--- src/rtl/hcaf_pkg.sv ---
// hcaf_pkg: widths, register indexes, phase and status codes and helpers
// for the hill-climb autofocus controller; no dependencies
package hcaf_pkg;

    localparam int PosBits  = 16;
    localparam int ConBits  = 32;
    localparam int StepBits = 13;
    localparam int SkipBits = 8;
    localparam int IdxBits  = 3;

    localparam int LensBits = PosBits + 2;   // lens position with step headroom
    localparam int PeakBits = PosBits + 1;
    localparam int RawBits  = PosBits + 4;   // signed move target before saturation

    typedef logic [PosBits-1:0]  pos_t;
    typedef logic [LensBits-1:0] lens_t;
    typedef logic [PeakBits-1:0] peak_t;
    typedef logic [StepBits-1:0] step_t;
    typedef logic [SkipBits-1:0] skip_t;
    typedef logic [ConBits-1:0]  con_t;
    typedef logic signed [RawBits-1:0] raw_t;

    // configuration register indexes
    localparam logic [IdxBits-1:0] RegMinPos     = 3'd0;
    localparam logic [IdxBits-1:0] RegMaxPos     = 3'd1;
    localparam logic [IdxBits-1:0] RegCoarseStep = 3'd2;
    localparam logic [IdxBits-1:0] RegFineStep   = 3'd3;
    localparam logic [IdxBits-1:0] RegFineWindow = 3'd4;
    localparam logic [IdxBits-1:0] RegSkipFrames = 3'd5;

    // search phases
    localparam logic [2:0] PhReset  = 3'd0;
    localparam logic [2:0] PhSettle = 3'd1;
    localparam logic [2:0] PhCoarse = 3'd2;
    localparam logic [2:0] PhFine   = 3'd3;
    localparam logic [2:0] PhStop   = 3'd4;

    // reported status
    localparam logic [2:0] StSkip   = 3'd0;
    localparam logic [2:0] StReset  = 3'd1;
    localparam logic [2:0] StSettle = 3'd2;
    localparam logic [2:0] StCoarse = 3'd3;
    localparam logic [2:0] StFine   = 3'd4;
    localparam logic [2:0] StStop   = 3'd5;

    // clamp a signed position into 0 .. 2^PosBits-1
    function automatic pos_t sat_pos(input raw_t v);
        pos_t res;
        if (v[RawBits-1])
        begin
            res = '0;
        end
        else if (v[RawBits-2:PosBits] != '0)
        begin
            res = '1;
        end
        else
        begin
            res = v[PosBits-1:0];
        end
        return res;
    endfunction

    // position minus one, as a signed raw target
    function automatic raw_t pos_minus_one(input lens_t p);
        raw_t res;
        res = raw_t'({{(RawBits-LensBits){1'b0}}, p}) - raw_t'(1);
        return res;
    endfunction

endpackage

--- src/rtl/hill_climb_autofocus_controller.sv ---
// hill_climb_autofocus_controller: contrast hill-climb lens focus search
// depends on hcaf_pkg (widths, codes, saturation helpers)
//
// usage
//   in channel: one transfer per frame event (frame_present, contrast)
//   out channel: one result transfer per input item (status, move_count,
//     move_target, best_position)
//   both channels use valid/stall; a transfer happens when valid is high
//   and stall is low at a rising clk edge
//   cfg port: cfg_we writes cfg_data into register cfg_index; the user must
//     write only while the block is idle, the block does not enforce this
// timing
//   an accepted item is held in the input register, the whole search step
//   is worked out in one pass and lands in the result register
//   one item per cycle sustained while out_stall is low; the single-pass
//   step logic and the search state registers allow that rate
// reset
//   rst_n clears both stages, loads the register defaults and restarts the
//   search in the reset phase
// stall
//   a stalled result holds in the result register; one more item may still
//   be taken into the input register, after which in_stall rises
module hill_climb_autofocus_controller
(
    input  logic                       clk,
    input  logic                       rst_n,

    input  logic                       in_valid,
    output logic                       in_stall,
    input  logic                       frame_present,
    input  logic [hcaf_pkg::ConBits-1:0] contrast,

    output logic                       out_valid,
    input  logic                       out_stall,
    output logic [2:0]                 status,
    output logic [1:0]                 move_count,
    output logic [hcaf_pkg::PosBits-1:0] move_target,
    output logic [hcaf_pkg::PosBits-1:0] best_position,

    input  logic                       cfg_we,
    input  logic [hcaf_pkg::IdxBits-1:0] cfg_index,
    input  logic [hcaf_pkg::PosBits-1:0] cfg_data
);

    // configuration registers
    hcaf_pkg::pos_t  min_pos_reg;
    hcaf_pkg::pos_t  max_pos_reg;
    hcaf_pkg::step_t coarse_step_reg;
    hcaf_pkg::step_t fine_step_reg;
    hcaf_pkg::step_t fine_window_reg;
    hcaf_pkg::skip_t skip_frames_reg;

    // search state
    logic [2:0]      phase_reg,   phase_next;
    hcaf_pkg::lens_t lens_reg,    lens_next;
    hcaf_pkg::con_t  peak_con_reg, peak_con_next;
    hcaf_pkg::peak_t peak_pos_reg, peak_pos_next;
    hcaf_pkg::peak_t limit_reg,   limit_next;
    hcaf_pkg::skip_t skip_reg,    skip_next;

    // input stage
    logic            in_valid_reg;
    logic            frame_reg;
    hcaf_pkg::con_t  con_reg;

    // result stage
    logic            out_valid_reg;
    logic [2:0]      status_reg,  status_next;
    logic [1:0]      count_reg,   count_next;
    hcaf_pkg::pos_t  target_reg;
    hcaf_pkg::pos_t  best_reg;
    hcaf_pkg::raw_t  target_raw;

    logic            advance;
    logic            in_take;

    // step arithmetic
    logic            skipped;
    hcaf_pkg::skip_t skip_inc;
    logic            new_peak;
    hcaf_pkg::con_t  peak_con_upd;
    hcaf_pkg::peak_t peak_pos_upd;
    hcaf_pkg::lens_t coarse_sum;
    hcaf_pkg::lens_t fine_sum;
    hcaf_pkg::lens_t win_ext;
    hcaf_pkg::lens_t lim_sum;
    hcaf_pkg::lens_t fine_start;
    hcaf_pkg::peak_t fine_lim;
    logic [hcaf_pkg::LensBits:0]  fine_reach;
    logic [hcaf_pkg::ConBits+1:0] con_x4;
    logic [hcaf_pkg::ConBits+1:0] peak_x3;
    logic            fine_done;

    // handshake: the step runs when the input stage holds an item and the
    // result stage is empty or being drained
    assign advance  = in_valid_reg && (!out_valid_reg || !out_stall);
    assign in_stall = in_valid_reg && !advance;
    assign in_take  = in_valid && !in_stall;

    // measurement skip counter
    assign skipped  = skip_reg < skip_frames_reg;
    assign skip_inc = skip_reg + hcaf_pkg::skip_t'(1);

    // peak tracking includes the current frame
    assign new_peak     = con_reg > peak_con_reg;
    assign peak_con_upd = new_peak ? con_reg : peak_con_reg;
    assign peak_pos_upd = new_peak ? lens_reg[hcaf_pkg::PeakBits-1:0] : peak_pos_reg;

    assign win_ext    = hcaf_pkg::lens_t'(fine_window_reg);
    assign coarse_sum = lens_reg + hcaf_pkg::lens_t'(coarse_step_reg);
    assign fine_sum   = lens_reg + hcaf_pkg::lens_t'(fine_step_reg);

    // fine window around the coarse peak: start clamped to 1, end to max
    assign lim_sum    = hcaf_pkg::lens_t'(peak_pos_upd) + win_ext;
    assign fine_start = (hcaf_pkg::lens_t'(peak_pos_upd) > win_ext)
                        ? hcaf_pkg::lens_t'(peak_pos_upd) - win_ext
                        : hcaf_pkg::lens_t'(1);
    assign fine_lim   = (lim_sum > hcaf_pkg::lens_t'(max_pos_reg))
                        ? hcaf_pkg::peak_t'(max_pos_reg)
                        : lim_sum[hcaf_pkg::PeakBits-1:0];

    // stop at limit, or early: past (limit - window) and contrast <= 75% of peak
    assign fine_reach = {1'b0, fine_sum} + {1'b0, win_ext};
    assign con_x4     = {con_reg, 2'b00};
    assign peak_x3    = {1'b0, peak_con_upd, 1'b0} + {2'b00, peak_con_upd};
    assign fine_done  = (fine_sum >= hcaf_pkg::lens_t'(limit_reg))
                     || ((fine_reach > (hcaf_pkg::LensBits+1)'(limit_reg))
                         && (con_x4 <= peak_x3));

    always_comb
    begin
        phase_next    = phase_reg;
        lens_next     = lens_reg;
        peak_con_next = peak_con_reg;
        peak_pos_next = peak_pos_reg;
        limit_next    = limit_reg;
        skip_next     = skip_reg;
        status_next   = hcaf_pkg::StSkip;
        count_next    = 2'd0;
        target_raw    = '0;

        if (frame_reg)
        begin
            case (phase_reg)
                hcaf_pkg::PhReset:
                begin
                    status_next = hcaf_pkg::StReset;
                    lens_next   = hcaf_pkg::lens_t'(min_pos_reg);
                    count_next  = 2'd1;
                    target_raw  = hcaf_pkg::raw_t'(min_pos_reg);
                    phase_next  = hcaf_pkg::PhSettle;
                end
                hcaf_pkg::PhSettle:
                begin
                    status_next = hcaf_pkg::StSettle;
                    if (skipped)
                    begin
                        skip_next = skip_inc;
                    end
                    else
                    begin
                        skip_next  = '0;
                        phase_next = hcaf_pkg::PhCoarse;
                    end
                end
                hcaf_pkg::PhCoarse:
                begin
                    if (skipped)
                    begin
                        skip_next = skip_inc;
                    end
                    else
                    begin
                        skip_next     = '0;
                        status_next   = hcaf_pkg::StCoarse;
                        peak_con_next = peak_con_upd;
                        peak_pos_next = peak_pos_upd;
                        if (coarse_sum >= hcaf_pkg::lens_t'(max_pos_reg))
                        begin
                            // coarse sweep done: jump to the fine window start
                            lens_next  = fine_start;
                            limit_next = fine_lim;
                            count_next = 2'd2;
                            phase_next = hcaf_pkg::PhFine;
                            target_raw = hcaf_pkg::pos_minus_one(fine_start);
                        end
                        else
                        begin
                            lens_next  = coarse_sum;
                            count_next = 2'd1;
                            target_raw = hcaf_pkg::pos_minus_one(coarse_sum);
                        end
                    end
                end
                hcaf_pkg::PhFine:
                begin
                    if (skipped)
                    begin
                        skip_next = skip_inc;
                    end
                    else
                    begin
                        skip_next     = '0;
                        status_next   = hcaf_pkg::StFine;
                        peak_con_next = peak_con_upd;
                        peak_pos_next = peak_pos_upd;
                        lens_next     = fine_sum;
                        if (fine_done)
                        begin
                            // park on the best position found
                            count_next = 2'd2;
                            phase_next = hcaf_pkg::PhStop;
                            target_raw = hcaf_pkg::pos_minus_one(
                                             hcaf_pkg::lens_t'(peak_pos_upd));
                        end
                        else
                        begin
                            count_next = 2'd1;
                            target_raw = hcaf_pkg::pos_minus_one(fine_sum);
                        end
                    end
                end
                default:
                begin
                    // stop phase and unused codes restart the search
                    status_next   = hcaf_pkg::StStop;
                    phase_next    = hcaf_pkg::PhReset;
                    lens_next     = hcaf_pkg::lens_t'(min_pos_reg);
                    peak_con_next = '0;
                    peak_pos_next = '0;
                    limit_next    = '0;
                    skip_next     = '0;
                end
            endcase
        end
    end

    // configuration writes
    always_ff @(posedge clk or negedge rst_n)
    begin
        if (!rst_n)
        begin
            min_pos_reg     <= hcaf_pkg::pos_t'(0);
            max_pos_reg     <= hcaf_pkg::pos_t'(1023);
            coarse_step_reg <= hcaf_pkg::step_t'(32);
            fine_step_reg   <= hcaf_pkg::step_t'(4);
            fine_window_reg <= hcaf_pkg::step_t'(32);
            skip_frames_reg <= hcaf_pkg::skip_t'(1);
        end
        else if (cfg_we)
        begin
            case (cfg_index)
                hcaf_pkg::RegMinPos:     min_pos_reg     <= cfg_data;
                hcaf_pkg::RegMaxPos:     max_pos_reg     <= cfg_data;
                hcaf_pkg::RegCoarseStep: coarse_step_reg <= cfg_data[hcaf_pkg::StepBits-1:0];
                hcaf_pkg::RegFineStep:   fine_step_reg   <= cfg_data[hcaf_pkg::StepBits-1:0];
                hcaf_pkg::RegFineWindow: fine_window_reg <= cfg_data[hcaf_pkg::StepBits-1:0];
                hcaf_pkg::RegSkipFrames: skip_frames_reg <= cfg_data[hcaf_pkg::SkipBits-1:0];
                default:                 ;
            endcase
        end
    end

    // search state, updated once per processed item
    always_ff @(posedge clk or negedge rst_n)
    begin
        if (!rst_n)
        begin
            phase_reg    <= hcaf_pkg::PhReset;
            lens_reg     <= '0;
            peak_con_reg <= '0;
            peak_pos_reg <= '0;
            limit_reg    <= '0;
            skip_reg     <= '0;
        end
        else if (advance)
        begin
            phase_reg    <= phase_next;
            lens_reg     <= lens_next;
            peak_con_reg <= peak_con_next;
            peak_pos_reg <= peak_pos_next;
            limit_reg    <= limit_next;
            skip_reg     <= skip_next;
        end
    end

    // input and result stage valid control
    always_ff @(posedge clk or negedge rst_n)
    begin
        if (!rst_n)
        begin
            in_valid_reg  <= 1'b0;
            out_valid_reg <= 1'b0;
        end
        else
        begin
            in_valid_reg  <= (in_valid_reg && !advance) || in_take;
            out_valid_reg <= advance || (out_valid_reg && out_stall);
        end
    end

    // input payload
    always_ff @(posedge clk)
    begin
        if (in_take)
        begin
            frame_reg <= frame_present;
            con_reg   <= contrast;
        end
    end

    // result payload
    always_ff @(posedge clk)
    begin
        if (advance)
        begin
            status_reg <= status_next;
            count_reg  <= count_next;
            target_reg <= (count_next != 2'd0) ? hcaf_pkg::sat_pos(target_raw) : '0;
            best_reg   <= hcaf_pkg::sat_pos(hcaf_pkg::raw_t'(peak_pos_next));
        end
    end

    assign out_valid     = out_valid_reg;
    assign status        = status_reg;
    assign move_count    = count_reg;
    assign move_target   = target_reg;
    assign best_position = best_reg;

endmodule
--- config.mk ---
export PLATFORM = sky130hd
export DESIGN_NAME = hill_climb_autofocus_controller
export DESIGN_NICKNAME = d
export VERILOG_FILES = /design/src/rtl/hcaf_pkg.sv /design/src/rtl/hill_climb_autofocus_controller.sv
export SDC_FILE = /design/constraint.sdc
export NUM_CORES = 1
export LEC_CHECK = 0
export ABC_CLOCK_PERIOD_IN_PS = 9000
export BUFFER_PORTS_ARGS = -buffer_cell sky130_fd_sc_hd__buf_2
export CORE_ASPECT_RATIO = 0.75
export CORE_UTILIZATION = 35
export DETAILED_ROUTE_END_ITERATION = 10
export GPL_ROUTABILITY_DRIVEN = 0
export GPL_TIMING_DRIVEN = 0
export PLACE_DENSITY = 0.62
export SETUP_SLACK_MARGIN = 0.1
export SLEW_MARGIN = 10
export SYNTH_ARGS = -nofsm -noshare
export SYNTH_HDL_FRONTEND = slang
export SYNTH_SLANG_ARGS = --single-unit
--- constraint.sdc ---
create_clock -name clk -period 9 [get_ports clk]
set_input_delay 1.8 -clock clk [delete_from_list [all_inputs] [get_ports clk]]
set_output_delay 1.8 -clock clk [all_outputs]
set_load 0.02 [all_outputs]
Word level (Yosys, flattened, before mapping):

Cells that the tools add are included.

* equal/unequal tests: 14
* reduce and logical (&&, ||, !) cells: 33
* magnitude comparators: 8
* bitwise gates (word level): 5
* muxes and demuxes: 40
* $add $sub $neg: 11

Operators by type and width (number)
* 17-bit two-way mux: 6
* 20-bit two-way mux: 5
* 18-bit two-way mux: 4
* 17-bit one-hot mux with 2 select lines: 2
* 32-bit two-way mux: 2
* 32-bit one-hot mux with 2 select lines: 1
* 20-bit one-hot mux with 3 select lines: 1
* 18-bit by 1-bit subtractor with 19-bit output, second input constant: 3
* 18-bit one-hot mux with 3 select lines: 1
* 18-bit by 13-bit adder with 18-bit output: 2
* 33-bit by 32-bit adder with 34-bit output: 1
* 34-bit <= comparator: 1
* 32-bit greater-than comparator: 1
* 3-bit one-hot mux with 4 select lines: 2
* 18-bit by 13-bit adder with 19-bit output: 1
* 19-bit by 17-bit greater-than comparator with 1-bit output: 1
* 17-bit by 13-bit adder with 18-bit output: 1
* 18-bit by 16-bit greater-or-equal comparator with 1-bit output: 1
* 18-bit by 17-bit greater-or-equal comparator with 1-bit output: 1
* 18-bit by 16-bit greater-than comparator with 1-bit output: 1
* 3-bit two-way mux: 6
* 17-bit by 1-bit subtractor with 18-bit output, second input constant: 1
* 17-bit by 13-bit subtractor with 18-bit output: 1
* 17-bit by 13-bit greater-than comparator with 1-bit output: 1
* other kinds (25): 64

* output and inout bits: 39
* register bits after elaboration: 246
* input port bits: 57

Depth between registers and ports, before layout:

Gate-level depths: netlist (run 1).

* depth after elaboration: 13
* mapped depth: 40
* mapped depth without buffers: 34

Worst setup path after synthesis (run 1):

Ideal clock, no wire load.

* path kind: reg-to-reg
* start: register con_reg[30]
* end: register target_reg[0], in the netlist move_target[0], data pin
* setup slack: 0.398 ns
* period minus slack after synthesis: 8.602 ns
* library setup time: 0.270 ns
* stages on the path, launching flop included: 38
* arrival: 8.332 ns
* cells stage by stage: edfxtp_1 > ha_1 > nand4_1 > nor3_1 > o31ai_1 > o21ai_1 > o211a_1 > clkbuf_1 > clkbuf_1 > buf_1 > clkbuf_1 > nor2_1 > a21oi_1 > inv_1 > ha_1 > nor2b_1 > o21a_1 > o21ai_0 > [... 2 more ...] > a31oi_1 > a21oi_1 > a2111oi_0 > o21a_1 > o21a_1 > o41a_1 > a21oi_1 > ha_1 > nand4_1 > nor4_1 > o2111ai_1 > a22oi_1 > or2_2 > buf_2 > buf_2 > o21ai_0 > a222oi_1 > a21oi_1

* longest elaborated chain between the ends: 13
* elaborated cells between the ends (all ways): 27
* classes of those cells: add/sub: 4; order compare: 3; mux: 14; bitwise: 1; reduce/logical: 5

RTL lines
* from (decl): RTL line hill_climb_autofocus_controller.sv:64 `hcaf_pkg::con_t con_reg;`
* from (signal assigned): RTL line hill_climb_autofocus_controller.sv:308 `con_reg <= contrast;`
* 32-bit greater-than comparator: RTL line hill_climb_autofocus_controller.sv:105 `assign new_peak = con_reg > peak_con_reg;`
* 32-bit two-way mux: RTL line hill_climb_autofocus_controller.sv:106 `assign peak_con_upd = new_peak ? con_reg : peak_con_reg;`
* 33-bit by 32-bit adder with 34-bit output: RTL line hill_climb_autofocus_controller.sv:125 `assign peak_x3 = {1'b0, peak_con_upd, 1'b0} + {2'b00, peak_con_upd};`
* 34-bit <= comparator: RTL line hill_climb_autofocus_controller.sv:128 `&& (con_x4 <= peak_x3));`
* 1-bit logical AND: RTL line hill_climb_autofocus_controller.sv:128
* 1-bit logical OR: RTL line hill_climb_autofocus_controller.sv:127 `|| ((fine_reach > (hcaf_pkg::LensBits+1)'(limit_reg))`
* 2-bit two-way mux: RTL line hill_climb_autofocus_controller.sv:208 `if (fine_done)`
* 2-bit two-way mux: RTL line hill_climb_autofocus_controller.sv:197 `if (skipped)`
* 2-bit one-hot mux with 3 select lines: RTL line hill_climb_autofocus_controller.sv:144 `case (phase_reg)`
* 2-bit two-way mux: RTL line hill_climb_autofocus_controller.sv:142 `if (frame_reg)`
* 2-bit nonzero test: RTL line hill_climb_autofocus_controller.sv:319 `target_reg <= (count_next != 2'd0) ? hcaf_pkg::sat_pos(target_raw) : '0;`
* 1-bit NOT (no line)
* 2-bit OR reduction (no line)
* to (signal assigned): RTL line hill_climb_autofocus_controller.sv:319
* to (decl): RTL line hill_climb_autofocus_controller.sv:70 `hcaf_pkg::pos_t target_reg;`

Several ways; a longest one is shown, not always the timed one.
A chain may end at the register's enable or synchronous reset.

Final worst setup path (run 1):

* start: register lens_reg[0]
* end: register target_reg[15], in the netlist move_target[15], data pin

* longest elaborated chain between the ends: 12
* elaborated cells between the ends (all ways): 33
* classes of those cells: add/sub: 8; order compare: 4; mux: 15; bitwise: 1; reduce/logical: 5

RTL lines
* from (decl): RTL line hill_climb_autofocus_controller.sv:55 `hcaf_pkg::lens_t lens_reg, lens_next;`
* from (signal assigned): RTL line hill_climb_autofocus_controller.sv:279 `lens_reg <= lens_next;`
* 18-bit by 13-bit adder with 18-bit output: RTL line hill_climb_autofocus_controller.sv:111 `assign fine_sum = lens_reg + hcaf_pkg::lens_t'(fine_step_reg);`
* 18-bit by 13-bit adder with 19-bit output: RTL line hill_climb_autofocus_controller.sv:123 `assign fine_reach = {1'b0, fine_sum} + {1'b0, win_ext};`
* 19-bit by 17-bit greater-than comparator with 1-bit output: RTL line hill_climb_autofocus_controller.sv:127
* 1-bit logical AND: RTL line hill_climb_autofocus_controller.sv:128
* 1-bit logical OR: RTL line hill_climb_autofocus_controller.sv:127
* 2-bit two-way mux: RTL line hill_climb_autofocus_controller.sv:208
* 2-bit two-way mux: RTL line hill_climb_autofocus_controller.sv:197
* 2-bit one-hot mux with 3 select lines: RTL line hill_climb_autofocus_controller.sv:144
* 2-bit two-way mux: RTL line hill_climb_autofocus_controller.sv:142
* 2-bit nonzero test: RTL line hill_climb_autofocus_controller.sv:319
* 1-bit NOT (no line)
* 2-bit OR reduction (no line)

Several ways; a longest one is shown, not always the timed one.

==> metrics list, run 1 <==
* Number of buffers on the longest clock path: 3
* Top cells by count, synth: ha_1, nand2_1, o21ai_0
- Post-detailed-route DRC marker count: 0
- Hold Path Class: register to register
- The number of nets in the synthesized netlist is 2626.
- Synth top area share: between 10% and 20%
* Post-synth cell types: a little under 90
- The path with the worst hold slack has its endpoint at limit_reg[9]$_DFFE_PN0P_.
- Cell chosen for the clock root: clkbuf_16
- Via count normalized by instance count: roughly 6
* TritonCTS buffer count: 29
- Die outline height: 212 µm
- The critical path in this run is classified as register to register.
- Final cycle utilization of the critical path: 97.0%
- The floorplan has 76 rows.
- Library cell contributing the largest single delay on the critical path: dfrtp_1
- In this run the most critical hold path is launched from limit_reg[9]$_DFFE_PN0P_.
- Global routing used 23.8% of the available tracks.
* TritonCTS clock tree: yes
* Largest delay share family, worst path: compound AO/OA/AOI/OAI gates
- The routed design has between 70000 and 80000 µm of wire.
* Synthesis Warnings: 0
- At the end of the flow the core is filled with cells to between 40% and 50%.
- Wire length per cell: between 20 and 25 µm
* HPWL Detailed: approximately 57000 µm
* Clock slew at the register clock pins of the worst setup and hold paths: 0.06 ns
- Synth Flop Type: dfrtp_1
- For this run, the number of standard cells in the final layout without fillers is around 3300.
- Of the cells placed in the final design, the portion with a size suffix greater than 1 is 13.3%.
* Worst endpoint required time: approximately 9.3 ns
- I/O pin count: 96
- The worst setup path is captured at a register.
* Number of H-tree levels: 1
* GR Overflow Total: 0
- Post-Place Setup Slack: -2.43 ns
* Slew @ Worst Pin: approximately 1.3 ns
- dfrtp_1 takes more of the synthesized area than any other cell.
- Startpoint of the most critical register-to-register path: lens_reg[0]$_DFFE_PN0P_
* Final Slew Violations: 0
- Final Setup Violations: 0
- For the worst setup path, the data arrival time is between 9 and 10 ns.
* Routed wl met2: 28700 µm
- DR iter-0 viols: ~2400
- Hold violation total from the final report: 0
- The routed design could run at a clock period as short as approximately 8.7 ns.
- Number of standard cells after synthesis: around 2300
- Worst path max stage delay: roughly 0.58 ns
* Highest Clock Rate: 115 MHz
- The flow ran to the end, and the final reports show no timing, DRC or antenna violations.
- Met3 routed wirelength: between 8000 and 9000 µm
* Topmost layer with routed signal wires: met5
* Worst slew margin: between 15 and 20%
- Setup TNS: 0 ns
- Including well taps, the total number of placed cells is 3203.
- The clock reaches the later pin of the worst-skew pair after 0.61 ns.
- Number of buffers inserted by port buffering: 95
- Cell depth of the worst setup path: 27
- The worst hold path was traced through 2 stages.
* Initial cell density of the core: 35.6%
- In this run, synthesis inferred 70 flip-flops with an integrated enable.
- The number of global-route vias before repair came to around 18000.
- R2r setup slk: between 0.2 and 0.3 ns
- First-pass GRT wire length: 108000 µm
- Total die area: between 50000 and 60000 µm²
- Post-route setup slack: about 0.27 ns
* Top post-synthesis cells by area: dfrtp_1, ha_1, edfxtp_1
* Proportion of register bits with asynchronous set or reset after synthesis: about 72%
* Worst Reg2Reg Path Length in Cells: 27
* Register bit total from synthesis: 246
- Clock tree synthesis found a total of between 200 and 250 sinks.
- WP buf/inv: 4
* Setup Skew: between 0.02 and 0.03 ns
- The area growth from synthesis to layout is 14.0%.
- By instance count, the leading cell after synthesis is ha_1.
- Of all nets on the critical path, the largest fanout is 10.
* Met1 WL: 32800 µm
- The worst setup path is launched from a register.
- Mean instance size in the synthesized netlist: between 8 and 9 µm²
- The number of antenna diodes in the final layout is 0.
- In this run the cell area of the synthesized design comes to between 20000 and 25000 µm².
- Number of antenna-violating nets in the routed design: 0
* Die X-Extent: between 200 and 300 µm
- The detailed router placed 19300 vias in this run.
- Entering global routing, the biggest net connects 96 pins.
- Core Footprint: around 58000 µm²
- Count of TritonRoute iterations in the first routing pass: 9
- Setup repair after global routing left no endpoint under its margin.
- Of the synthesized area, sequential elements account for between 30% and 40%.
- The final layout contains between 2000 and 3000 nets.
- Number of antenna violations at the first check in global routing: 3
- Maximum capacitance violations: 0
- The worst register-to-register path ends at move_target[15]$_SDFFCE_PP0P_.
-- final cells by class --
class,instances,area (µm²)
multi-input combinational,1831,13300
clock buffer,41,811
timing repair buffer,114,673
fill,5695,34300
inverter,162,608
sequential,246,6530
buffer,84,369
tap,780,976
clock inverter,13,205
-- routing by layer --
| layer | vias up | GRT usage (%) |
|---|---|---|
| li1 | 8770 | - |
| met1 | 9272 | 34.7 |
| met2 | 1033 | 33.3 |
| met3 | 212 | 6.41 |
| met4 | 2 | 8.21 |
| met5 | - | 0 |
-- stage by stage --
step	hold slack, ns	cell area [µm²]
floorplan	0.449	20600
global placement	0.463	22000
detailed placement	0.467	22100
CTS	0.481	23300
global route	0.500	23400
finish	0.480	23400
-- logic make-up (layout without fill, tap and decap cells) --
family,after synthesis,in the layout,synth area share [%]
flip-flops,246,246,31.7
buffers and inverters,248,414,4.61
AND/OR/NAND/NOR,670,670,15.5
AO/OA/AOI/OAI,648,648,20.3
multiplexers,133,133,7.03
adder cells (fa/ha/maj),244,244,15.1
XOR/XNOR,136,136,5.79
-- worst reg2reg max path: cells and delay by family (launching register included) --
kind | cells | cell delay (ns)
adders and majority gates | 4 | 1.42
DFF | 1 | 0.58
buffers and inverters | 4 | 1.28
and+or+nand+nor | 6 | 0.95
AOI/OAI and AO/OA | 12 | 3.79
xor gates and xnor gates | 1 | 0.38
-- worst max path at each step --
stage / slack (ns) / to / from
after floorplan: 0.40 / move_target[0]$_SDFFCE_PP0P_ / con_reg[30]$_DFFE_PP_
after global placement: -2.38 / move_target[5]$_SDFFCE_PP0P_ / con_reg[15]$_DFFE_PP_
after detailed placement: -2.43 / move_target[5]$_SDFFCE_PP0P_ / con_reg[14]$_DFFE_PP_
after CTS: 0.11 / move_target[10]$_SDFFCE_PP0P_ / con_reg[19]$_DFFE_PP_
after global routing: 0.16 / move_target[5]$_SDFFCE_PP0P_ / peak_con_reg[15]$_DFFE_PN0P_
final: 0.27 / move_target[15]$_SDFFCE_PP0P_ / lens_reg[0]$_DFFE_PN0P_
-- repair_timing --
action | CTS | global route
hold endpoints to repair | 0 | 0
pin swaps | 9 | 17
buffers inserted | 6 | 10
gates resized for setup | 34 | 25
endpoints found under the setup margin | 31 | 37
hold buffers | 0 | 0
-- cells in the final DEF (no fill, tap or decap), types with 36 or more instances in the layout --
cell type,synthesis,layout
a21o_1,45,45
a21oi_1,148,145
buf_2,8,100
clkbuf_1,66,67
dfrtp_1,162,161
edfxtp_1,70,70
ha_1,238,237
inv_1,160,160
mux2_2,88,88
mux2i_1,44,44
nand2_1,231,231
nand3_1,36,36
nand4_1,38,38
nor2_1,167,166
nor3_1,49,47
o21ai_0,192,188
xnor2_1,97,96
xor2_1,39,37
Power of run 1 is not shown: default switching activity piles up to over one toggle a cycle in this logic, so the estimate is an artifact.
==> inputs of run 2 (changes only) <==
Settings changed: ABC_CLOCK_PERIOD_IN_PS 9000 to 7400.
Clock period 9 ns to 7.4 ns, I/O delays scaled along.
==> run 2 against run 1 <==
Compared with the run above:
- the flow now finishes with violations (negative setup slack)
- first-iteration DRC count fell by 7.2%
- core utilization grew 2.2 points
- final cell count up 2.1%
- routed wire length increased by 2.4%
- global-route usage up 0.45 points
- cell area increased by 5.4%
- via count is 1.8% higher
- clock-buffer cell count stayed put
- clock skew is 0.0014 ns higher
- worst hold slack got worse by 0.0046 ns
- critical path depth increased by 11
- critical path type unchanged
- critical endpoint is now move_target[1]$_SDFFCE_PP0P_
- largest cell class unchanged
==> metrics list, run 2 (synthesized netlist as in run 1, its figures left out) <==
* Pin count of the biggest net entering global routing: 109 (+14%)
* Most common library cell in the layout ignoring fill and taps: nand2_1
* First-pass GRT wire length: 110000 µm (+1.4%)
* Worst endpoint data arrival time: 8.95 ns (-0.07 ns)
* Worst skew pair latency: 0.61 ns (about the same)
- I/O pin count: 96 (unchanged)
* Worst path max stage delay: 0.52 ns (-0.06 ns)
- The critical path is of the register to register type.
- The number of rows in the core area was 76 (unchanged).
- GR Overflow Total: 0 (unchanged)
- DR iter-0 viols: 2268 (-7.2%)
- RSZ-0062 raised after global routing: true
- Clock sink count: 246 (unchanged)
* Number of antenna-violating nets in the routed design: 0 (unchanged)
- The number of CTS-inserted buffers is 30 (+3.4%).
- The number of global-route vias before repair was 18200 (+0.89%).
- The wire length per cell was 22.3 µm (+0.27%).
- Post-detailed-route DRC marker count: 0 (unchanged)
- The number of H-tree branching levels came to 1 (unchanged).
- The final number of setup-violating endpoints came to 26 (+26).
* Post-route setup slack: -1.21 ns (-1.48 ns)
- The detailed-route vias per instance is 5.88 (-0.30%).
- Final cycle utilization of the critical path: 116% (+19 points)
- Largest delay share family, worst path: compound AO/OA/AOI/OAI gates
- The final critical path time including I/O delays and setup is 8.61 ns (-0.115 ns).
- In the layout the commonest cells are nand2_1, ha_1, o21ai_0, nor2_1, dfrtp_1.
- The peak clock frequency supported by timing came to 116 MHz (+1.3%).
- The via count is 19600 (+1.8%).
* Total number of nets in the final design: 2835 (+2.4%)
* Slew @ Worst Pin: 1.38 ns (+0.118 ns)
- Worst setup EP type: register
- The clock input transition at the sequential cells of the worst setup and hold paths came to 0.06 ns (about the same).
- Number of antenna violations at the first check in global routing: 2 (-1)
- Sequential cell area: 6530 µm² (unchanged)
* Worst slew margin: 7.56% (-7.5 points)
* Library cell contributing the largest single delay on the critical path: or4_4
- P&R area growth vs syn: 20.2%
* Initial cell density of the core: 35.6% (unchanged)
- The min-delay analysis places its worst path in the category register to register.
- The required time of the worst setup path is 7.74 ns (-1.55 ns).
- TritonCTS clock tree: yes
- Number of buffers inserted by port buffering: 95 (unchanged)
- Count of TritonRoute iterations in the first routing pass: 8 (-1)
* Die outline height: 212 µm (unchanged)
- Global router's overall resource usage: 24.3% (+0.45 points)
* Run status: finished, violations left
- Most used cell along the critical path: o21a_1
- The final design utilization is 42.8% (+2.2 points).
- Final Slew Violations: 0 (unchanged)
- The detailed placement HPWL came to 56700 µm (about the same).
- WP buf/inv: 7 (+3)
- Worst-path fanout max: 6 (-4)
- Violated checks: negative setup slack
- Number of fill cells: 5568 (-2.2%)
- Number of buffers on the longest clock path: 3 (unchanged)
* Cell chosen for the clock root: clkbuf_16
- Total die area: 59700 µm² (unchanged)
* Die X-Extent: 282 µm (unchanged)
- Maximum capacitance violations: 0 (unchanged)
- The combined area of the multi-input logic cells was 13800 µm² (+4.4%).
- Hold violation total from the final report: 0 (unchanged)
- Sort of element at the start of the critical path: register
- Setup Skew: 0.0310 ns (+0.00143 ns)
- Share of post-route cells with drive strength above 1: 18.7% (+5.4 points)
- The core outline area came to 57700 µm² (unchanged).
- Total routed wirelength: 74500 µm (+2.4%)
-- run 2: cell count changes in the layout (fill, tap and decap cells not counted), sizes merged, moves of 2 or more --
cell,previous run,this run
buf,132,198
clkbuf,107,105
clkinv,7,5
clkinvlp,1,7
diode,0,3
-- run 2: per-stage QoR --
step,setup slack [ns],std cells,instance area [µm²],hold WS [ns],TNS [ns]
CTS,-0.983,3309,24100,0.483,-18.50
finish,-1.21,3341,24700,0.476,-21.89
floorplan,-0.00497,2325,20700,0.449,-0.00497
detailed placement,-2.00,3203,22300,0.470,-60.71
global route,-1.52,3338,24700,0.504,-33.12
global placement,-1.93,3200,22200,0.465,-57.17
-- run 2: layout make-up --
cell class,count,area share [%]
multi-input combinational,1831,56.0
sequential,246,26.4
timing repair buffer,178,5.07
tap,780,3.95
clock buffer,41,3.25
inverter,162,2.48
buffer,85,1.96
clock inverter,15,0.831
antenna,3,0.0304
-- run 2: layer usage --
metal  part of all wire, %  up-vias  global-route usage (%)  wire [µm]
li1                      -     8916                       -          -
met1                    44     9502                    34.8      32900
met2                    40     1003                    34.8      30100
met3                    11      219                    6.16       8530
met4                   3.9        2                    8.56       2930
met5                 0.017        -                       0         13
-- run 2: worst register-to-register path: cells and delay by family (launching register included) --
| family | cells | cell delay (ns) |
|---|---|---|
| XOR/XNOR | 1 | 0.11 |
| multiplexers | 1 | 0.18 |
| AO/OA/AOI/OAI | 18 | 3.79 |
| flip-flops | 1 | 0.39 |
| adder cells (fa/ha/maj) | 3 | 0.94 |
| buffers and inverters | 7 | 0.99 |
| AND/OR/NAND/NOR | 8 | 1.96 |
-- run 2: timing repair --
| action | CTS | global route |
|---|---|---|
| cloned | 3 | 1 |
| hold buffers | 0 | 0 |
| resized for setup | 88 | 70 |
| pin swaps | 56 | 64 |
| setup endpoints to repair | 46 | 43 |
| setup buffers | 48 | 28 |
-- run 2: path summary, 6_finish.rpt --
path	from	end	slack (ns)	cells after the start
worst max-delay path	peak_con_reg[1]$_DFFE_PN0P_	move_target[1]$_SDFFCE_PP0P_	-1.21	38
worst min-delay path	limit_reg[9]$_DFFE_PN0P_	limit_reg[9]$_DFFE_PN0P_	0.48	2
worst max register to register	peak_con_reg[1]$_DFFE_PN0P_	move_target[1]$_SDFFCE_PP0P_	-1.21	38
worst min register to register	limit_reg[9]$_DFFE_PN0P_	limit_reg[9]$_DFFE_PN0P_	0.48	2
max in group asynchronous	rst_n	limit_reg[8]$_DFFE_PN0P_	5.53	2
min in group asynchronous	rst_n	skip_reg[7]$_DFFE_PN0P_	0.82	1
Power of run 2 is left out for the same reason.
